[config.mk]
export PLATFORM = sky130hd
export DESIGN_NAME = percent_escape_decoder
export DESIGN_NICKNAME = d
export VERILOG_FILES = /design/src/sv/ped_pkg.sv /design/src/sv/ped_front.sv /design/src/sv/ped_queue.sv /design/src/sv/ped_back.sv /design/src/sv/percent_escape_decoder.sv
export SDC_FILE = /design/constraint.sdc
export NUM_CORES = 1
export LEC_CHECK = 0
export BUFFER_PORTS_ARGS = -buffer_cell sky130_fd_sc_hd__buf_2
export CORE_UTILIZATION = 40
export CTS_CLUSTER_DIAMETER = 200
export DETAILED_ROUTE_END_ITERATION = 6
export PLACE_DENSITY = 0.63
export SETUP_SLACK_MARGIN = 0.3
export SLEW_MARGIN = 30
export SYNTH_ARGS = -nofsm -noshare
export SYNTH_HDL_FRONTEND = slang
export SYNTH_SLANG_ARGS = --single-unit
[constraint.sdc]
create_clock -name i_clk -period 3.1 [get_ports i_clk]
set_clock_uncertainty 0.1 [all_clocks]
set_input_delay 0.31 -clock i_clk [delete_from_list [all_inputs] [get_ports i_clk]]
set_output_delay 0.31 -clock i_clk [all_outputs]
set_load 0.005 [all_outputs]
[src/sv/ped_pkg.sv]
// shared types and constants for the percent escape decoder
// no dependencies; used by every module of the block

package ped_pkg;

    // escape character and hex radix
    localparam logic [7:0] PCT_CHAR = 8'h25;
    localparam int unsigned HEX_RADIX = 16;

    // default depth of the queue between front and back
    localparam int unsigned QUEUE_DEPTH = 4;

    // most bytes one input transaction can produce
    localparam int unsigned MAX_RESULTS = 3;

    typedef logic [7:0] t_byte;

    // input transaction
    typedef struct packed {
        logic [7:0] in_byte;
        logic       in_last;
    } t_in;

    // output transaction
    typedef struct packed {
        logic [7:0] out_byte;
        logic       out_last;
    } t_out;

    // escape tracking mode
    typedef enum logic [1:0] {
        MODE_IDLE  = 2'd0,
        MODE_PCT   = 2'd1,
        MODE_DIGIT = 2'd2
    } t_mode;

    // work handed from front to back: one to three bytes, last flag on the final one
    typedef struct packed {
        logic [1:0]                   cnt;
        logic                         last;
        logic [MAX_RESULTS-1:0][7:0]  bytes;
    } t_cmd;

endpackage

[src/sv/ped_front.sv]
// front end: classifies each input byte against the escape state
// and builds the list of bytes to emit; depends on ped_pkg

module ped_front (
    input  logic          i_clk,
    input  logic          i_rst_n,
    input  logic          i_accept,
    input  ped_pkg::t_in  i_in,
    output logic          o_push,
    output ped_pkg::t_cmd o_cmd
);

    ped_pkg::t_mode r_mode, n_mode;
    ped_pkg::t_byte r_held, n_held;

    logic       is_hex;
    logic [3:0] cur_nib;
    logic [3:0] held_nib;
    logic       fresh_emits;
    logic       fresh_pct;

    // value of a hex digit, valid flag separately
    function automatic logic [3:0] hex_nib(input logic [7:0] c);
        logic [3:0] v;
        v = 4'd0;
        if (c >= 8'h30 && c <= 8'h39) begin
            v = c[3:0];
        end else if ((c >= 8'h41 && c <= 8'h46) || (c >= 8'h61 && c <= 8'h66)) begin
            v = c[3:0] + 4'd9;
        end
        return v;
    endfunction

    function automatic logic hex_ok(input logic [7:0] c);
        return (c >= 8'h30 && c <= 8'h39) || (c >= 8'h41 && c <= 8'h46) ||
               (c >= 8'h61 && c <= 8'h66);
    endfunction

    // byte classification
    assign is_hex      = hex_ok(i_in.in_byte);
    assign cur_nib     = hex_nib(i_in.in_byte);
    assign held_nib    = hex_nib(r_held);
    assign fresh_pct   = (i_in.in_byte == ped_pkg::PCT_CHAR) && !i_in.in_last;
    assign fresh_emits = !fresh_pct;

    // next mode and held digit
    always_comb begin
        n_mode = r_mode;
        n_held = r_held;
        if (i_accept) begin
            n_held = '0;
            unique case (r_mode)
                ped_pkg::MODE_PCT: begin
                    if (is_hex && !i_in.in_last) begin
                        n_mode = ped_pkg::MODE_DIGIT;
                        n_held = i_in.in_byte;
                    end else if (is_hex) begin
                        n_mode = ped_pkg::MODE_IDLE;
                    end else begin
                        n_mode = fresh_pct ? ped_pkg::MODE_PCT : ped_pkg::MODE_IDLE;
                    end
                end
                ped_pkg::MODE_DIGIT: begin
                    if (is_hex) begin
                        n_mode = ped_pkg::MODE_IDLE;
                    end else begin
                        n_mode = fresh_pct ? ped_pkg::MODE_PCT : ped_pkg::MODE_IDLE;
                    end
                end
                default: begin
                    n_mode = fresh_pct ? ped_pkg::MODE_PCT : ped_pkg::MODE_IDLE;
                end
            endcase
        end
    end

    // bytes produced by this transaction
    always_comb begin
        o_cmd      = '0;
        o_cmd.last = i_in.in_last;
        unique case (r_mode)
            ped_pkg::MODE_PCT: begin
                o_cmd.bytes[0] = ped_pkg::PCT_CHAR;
                if (is_hex) begin
                    o_cmd.cnt      = i_in.in_last ? 2'd2 : 2'd0;
                    o_cmd.bytes[1] = i_in.in_byte;
                end else begin
                    o_cmd.cnt      = fresh_emits ? 2'd2 : 2'd1;
                    o_cmd.bytes[1] = i_in.in_byte;
                end
            end
            ped_pkg::MODE_DIGIT: begin
                if (is_hex) begin
                    o_cmd.cnt      = 2'd1;
                    o_cmd.bytes[0] = {held_nib, cur_nib};
                end else begin
                    o_cmd.cnt      = fresh_emits ? 2'd3 : 2'd2;
                    o_cmd.bytes[0] = ped_pkg::PCT_CHAR;
                    o_cmd.bytes[1] = r_held;
                    o_cmd.bytes[2] = i_in.in_byte;
                end
            end
            default: begin
                o_cmd.cnt      = fresh_emits ? 2'd1 : 2'd0;
                o_cmd.bytes[0] = i_in.in_byte;
            end
        endcase
    end

    // nothing to queue when the byte is only held
    assign o_push = i_accept && (o_cmd.cnt != 2'd0);

    // state registers
    always_ff @(posedge i_clk) begin
        if (!i_rst_n) begin
            r_mode <= ped_pkg::MODE_IDLE;
            r_held <= '0;
        end else begin
            r_mode <= n_mode;
            r_held <= n_held;
        end
    end

endmodule

[src/sv/ped_queue.sv]
// short queue of decode commands between front and back
// depends on ped_pkg

module ped_queue #(
    parameter int unsigned DEPTH = ped_pkg::QUEUE_DEPTH
) (
    input  logic          i_clk,
    input  logic          i_rst_n,
    input  logic          i_push,
    input  ped_pkg::t_cmd i_data,
    output logic          o_full,
    input  logic          i_pop,
    output ped_pkg::t_cmd o_data,
    output logic          o_valid
);

    localparam int unsigned PW = (DEPTH > 1) ? $clog2(DEPTH) : 1;
    localparam int unsigned CW = $clog2(DEPTH + 1);
    localparam logic [PW-1:0] LAST_PTR = PW'(DEPTH - 1);
    localparam logic [CW-1:0] FULL_CNT = CW'(DEPTH);

    ped_pkg::t_cmd r_mem [DEPTH];
    logic [PW-1:0] r_wr_ptr, n_wr_ptr;
    logic [PW-1:0] r_rd_ptr, n_rd_ptr;
    logic [CW-1:0] r_count, n_count;

    logic do_push;
    logic do_pop;

    assign o_full  = (r_count == FULL_CNT);
    assign o_valid = (r_count != '0);
    assign o_data  = r_mem[r_rd_ptr];
    assign do_push = i_push && !o_full;
    assign do_pop  = i_pop && o_valid;

    // pointer and fill count update
    always_comb begin
        n_wr_ptr = r_wr_ptr;
        n_rd_ptr = r_rd_ptr;
        n_count  = r_count;
        if (do_push) begin
            n_wr_ptr = (r_wr_ptr == LAST_PTR) ? '0 : r_wr_ptr + 1'b1;
        end
        if (do_pop) begin
            n_rd_ptr = (r_rd_ptr == LAST_PTR) ? '0 : r_rd_ptr + 1'b1;
        end
        if (do_push && !do_pop) begin
            n_count = r_count + 1'b1;
        end else if (do_pop && !do_push) begin
            n_count = r_count - 1'b1;
        end
    end

    // storage
    always_ff @(posedge i_clk) begin
        if (do_push) begin
            r_mem[r_wr_ptr] <= i_data;
        end
    end

    // control
    always_ff @(posedge i_clk) begin
        if (!i_rst_n) begin
            r_wr_ptr <= '0;
            r_rd_ptr <= '0;
            r_count  <= '0;
        end else begin
            r_wr_ptr <= n_wr_ptr;
            r_rd_ptr <= n_rd_ptr;
            r_count  <= n_count;
        end
    end

endmodule

[src/sv/ped_back.sv]
// back end: walks the bytes of each queued command into the output register
// depends on ped_pkg

module ped_back (
    input  logic          i_clk,
    input  logic          i_rst_n,
    input  logic          i_cmd_valid,
    input  ped_pkg::t_cmd i_cmd,
    output logic          o_cmd_pop,
    input  logic          i_pop,
    output logic          o_empty,
    output ped_pkg::t_out o_out
);

    logic [1:0]    r_idx, n_idx;
    logic          r_out_valid, n_out_valid;
    ped_pkg::t_out r_out;

    logic load;
    logic at_end;

    // output register frees when empty or being taken
    assign load   = i_cmd_valid && (!r_out_valid || i_pop);
    assign at_end = (r_idx == i_cmd.cnt - 2'd1);

    assign o_cmd_pop = load && at_end;
    assign o_empty   = !r_out_valid;
    assign o_out     = r_out;

    // byte index and output valid
    always_comb begin
        n_idx       = r_idx;
        n_out_valid = r_out_valid;
        if (r_out_valid && i_pop) begin
            n_out_valid = 1'b0;
        end
        if (load) begin
            n_out_valid = 1'b1;
            n_idx       = at_end ? 2'd0 : r_idx + 2'd1;
        end
    end

    // output payload
    always_ff @(posedge i_clk) begin
        if (load) begin
            r_out.out_byte <= i_cmd.bytes[r_idx];
            r_out.out_last <= i_cmd.last && at_end;
        end
    end

    // control
    always_ff @(posedge i_clk) begin
        if (!i_rst_n) begin
            r_idx       <= '0;
            r_out_valid <= 1'b0;
        end else begin
            r_idx       <= n_idx;
            r_out_valid <= n_out_valid;
        end
    end

endmodule

[src/sv/percent_escape_decoder.sv]
// percent escape decoder: one byte taken per cycle while o_full is low
// the first decoded byte of a transaction is written to the command queue and then loaded
//   into the output register when nothing is queued ahead of it
// throughput: one input per cycle into a QUEUE_DEPTH command queue while it is not full;
//   one decoded byte per cycle leaves through the output register while i_pop is high
// reset: synchronous, active low; clears escape mode, queue and output valid flag
// depends on ped_pkg, ped_front, ped_queue, ped_back

module percent_escape_decoder #(
    parameter int unsigned QUEUE_DEPTH = ped_pkg::QUEUE_DEPTH
) (
    input  logic          i_clk,
    input  logic          i_rst_n,
    input  logic          i_push,
    output logic          o_full,
    input  ped_pkg::t_in  i_in,
    output logic          o_empty,
    input  logic          i_pop,
    output ped_pkg::t_out o_out
);

    logic          accept;
    logic          cmd_push;
    ped_pkg::t_cmd cmd_wr;
    ped_pkg::t_cmd cmd_rd;
    logic          cmd_valid;
    logic          cmd_pop;

    assign accept = i_push && !o_full;

    // classify and build commands
    ped_front u_front (
        .i_clk    (i_clk),
        .i_rst_n  (i_rst_n),
        .i_accept (accept),
        .i_in     (i_in),
        .o_push   (cmd_push),
        .o_cmd    (cmd_wr)
    );

    // decoupling queue
    ped_queue #(
        .DEPTH (QUEUE_DEPTH)
    ) u_queue (
        .i_clk   (i_clk),
        .i_rst_n (i_rst_n),
        .i_push  (cmd_push),
        .i_data  (cmd_wr),
        .o_full  (o_full),
        .i_pop   (cmd_pop),
        .o_data  (cmd_rd),
        .o_valid (cmd_valid)
    );

    // emit bytes
    ped_back u_back (
        .i_clk       (i_clk),
        .i_rst_n     (i_rst_n),
        .i_cmd_valid (cmd_valid),
        .i_cmd       (cmd_rd),
        .o_cmd_pop   (cmd_pop),
        .i_pop       (i_pop),
        .o_empty     (o_empty),
        .o_out       (o_out)
    );

endmodule

==> run summary <==
Clock tree synthesis inserted a total of 17 buffers. After routing the design area is 7220 um2. STA puts the critical path data arrival time at 3.07 ns. The number of H-tree levels is 4, and the die span in y is 126 um.

For the largest vdd supply drop, the log shows 0.370 mV. The predominant post-synthesis flop cell was edfxtp_1. For the pin with the worst max-slew slack, the measured transition is 0.771 ns.

Summing all multi-input logic gate instances after layout gives 2090 um2. The finished layout holds 649 standard cells, fillers aside. The port buffer count came out at 23. In this run, distinct cell masters in the synthesized netlist total 51. The power density relative to cell area works out to 737 nW/um2. Classification of the worst-slack hold path: input pin to flip-flop. The clock reaches the later pin of the worst-skew pair after 0.42 ns. Routability-driven placement finished with a final weighted congestion of 0.839. The tools report the count of nets after finishing as 482. The top cell types in the final layout, fill and taps aside, are edfxtp_1, mux4_2, buf_4. The die covers 15900 um2.

The tools report the area of all sequential standard cells as 3960 um2. The tools report the startpoint class of the critical path as a flip-flop. The post-synthesis area per instance was 15.2 um2. The largest fanout of any net on the critical path was 3; the synthesized netlist net count was 436. The initial antenna violation count was 0; the number of global-route vias before repair was 3593.

After clock tree synthesis, the clock-pin slew on the worst setup and hold paths is 0.06 ns. In this run the count of I/O pins placed on the die edge is 24. The number of max-slew violations in the final report was 0; the number of buffers on the longest clock path was 2.

The tools report the required time of the critical path as 3.35 ns. The largest area contributor in the netlist was edfxtp_1. The tools report the number of cells after detailed placement as 612.

Setup violations remaining at the end of the flow were counted as 0. The logs give 0.0440 ns for the worst setup timing slack at the placement stage and 7960 um for the half-perimeter wire length after detailed placement. After layout, the worst setup slack is 0.285 ns. After global routing the overflow that remains totals 0.

For this run, the top clock speed supported by timing is 355 MHz. The DRC violation count after routing is 0. The run gives 0 as the number of max-capacitance violations reported.

Relative to the synthesized area, the layout overhead comes to 17.2%. The tools report the remaining antenna violation count after routing as 0. The run gives 0 as the final antenna diode count. The tree is rooted in a clkbuf_16. Entering global routing, the biggest net connects 28 pins.

The fraction of layout cells with a size suffix above 1 is 0.273. The die is 126 um wide. Area share of the largest cell type after synthesis: 0.570. The number of vias per cell after detailed routing was 5.51; the flop and latch count out of synthesis was 139. In the post-synthesis netlist, the biggest area contributors are edfxtp_1, mux4_2, dfxtp_1. Element type at the critical path end: a flip-flop.

The number of failing hold endpoints at the final stage was 0. Counting every instance in the synthesized netlist gives 406. The first routing iteration left 205 violations. Row generation in the floorplan step produced 44 rows. Path type of the worst setup path: flip-flop to flip-flop.

The first global-routing pass estimated 19600 um of wire. Hold buffer count at CTS: 0. Setup repair after global routing could not meet its margin everywhere. The portion of the post-synthesis area used by sequential elements is 0.642, and the total placed instance area is 6630 um2. The post-route clock period utilization was 0.908; the routed wire length was 12300 um.

Yosys warning count: 0. Dividing the detail-routed wire length by the instance count gives 19.0 um. The smallest clock period supported by the final layout is computed as 2.81 ns.

Final hold analysis gives a worst-case slack of 0.0703 ns. The tools report the count of TritonRoute iterations in the first routing pass as 5. The run finished with clean final reports. The tightest slew margin relative to the limit is 0.486, and the final total negative setup slack is 0 ns. The number of sinks driven by the clock tree was 139. Share of async-settable or async-resettable flops after synthesis: 0. Most common library cell in the layout ignoring fill and taps: edfxtp_1. TritonCTS built the clock tree. The mapped netlist covers 6160 um2.

The leakage power is 2.46 nW, and the number of flops mapped to enable cells by yosys is 117. The routed layout has 3578 vias. Counting the fill cells in the layout gives 1269. The tools report the global routing usage summed across all routing layers as 0.167. For the starting density of the core, the log shows 0.417. After floorplanning, the core was sized to cover 14800 um2.
-- stage by stage --
stage,util,power [mW]
2_1_floorplan,-,3.17
3_3_place_gp,0.449,3.48
3_5_place_dp,0.449,3.52
4_1_cts,0.488,5.38
5_1_grt,0.489,5.58
6_report,0.489,5.32
-- kinds of logic after synthesis --
family	after synthesis	share of synthesized area
XOR/XNOR	6	0.00853
AO/OA/AOI/OAI	70	0.0831
adder cells (fa/ha/maj)	17	0.0358
flip-flops	139	0.642
buffers and inverters	47	0.0311
AND/OR/NAND/NOR	87	0.0796
multiplexers	40	0.120
-- sequential cells by signal (all words and copies together) (netlist names), named ones only --
signal	count
u_queue.r_wr_ptr	2
u_queue.r_count	3
u_front.r_mode	2
u_back.o_out	9
u_back.r_idx	2
u_queue.r_mem	108
u_back.r_out_valid	1
u_queue.r_rd_ptr	2
u_front.r_held	8
-- cell usage after synthesis, types with 2 or more instances --
cell type and count:
inv_1 25, mux2i_1 13, and2_1 14, nor3b_1 3, nand2b_1 7, buf_2 3
buf_1 2, nor4b_1 2, a211oi_1 2, o21bai_1 2, mux4_2 27, nor2_1 17
nand3_1 4, ha_1 16, and3_1 2, nand2_1 14, a22oi_1 15, o22ai_1 9
a21oi_1 12, clkbuf_1 15, a31oi_1 3, a21boi_0 2, dfxtp_1 22, nor3_1 3
nor2b_1 16, xnor2_1 5, o21ai_0 11, edfxtp_1 117
-- routing by layer --
| metal | routed length (um) | vias up | part of all wire | track usage |
|---|---|---|---|---|
| li1 | - | 1646 | - | - |
| met1 | 5750 | 1831 | 0.47 | 0.220 |
| met2 | 5890 | 79 | 0.48 | 0.269 |
| met3 | 424 | 22 | 0.034 | 0.0306 |
| met4 | 249 | 0 | 0.020 | 0.0787 |
| met5 | 0 | - | 0 | 0 |
-- final timing paths --
check                                         from                 end  slack, ns  depth (start not counted)
worst min-delay path                         i_pop  u_back.r_out_valid       0.07                          4
worst max register to register           flip-flop  u_queue.r_count[2]       0.29                         11
worst min register to register  u_back.r_out_valid  u_back.r_out_valid       0.38                          2
worst max-delay path                     flip-flop  u_queue.r_count[2]       0.29                         11
-- cell type report --
cell class                 instances  area share
timing repair buffer              49      0.0435
clock buffer                      18      0.0594
multi-input combinational        220       0.289
tap                              184      0.0319
inverter                          25      0.0137
sequential                       139       0.548
clock inverter                    14      0.0147
-- report_power, final --
part | internal, mW | switching, mW
Clock | 1.08 | 0.738
Combinational | 0.523 | 0.589
Sequential | 2.31 | 0.0790
-- worst max-delay path, stage by stage (launching register included) --
cell      delay, ns
dfxtp_2        0.35
mux4_2         0.55
xnor2_2        0.22
mux2i_1        0.27
nor2_2         0.08
inv_2          0.08
ha_4           0.13
inv_1          0.05
fa_2           0.33
xor2_1         0.15
or3_1          0.30
a21boi_1       0.13
-- repair_timing --
action / in CTS / in global routing
resized for setup: 5 / 4
cloned: 0 / 0
buffers inserted: 3 / 2
pin swaps: 2 / 5
endpoints found under the setup margin: 1 / 117
No activity file was read; power rests on OpenSTA's default activity.
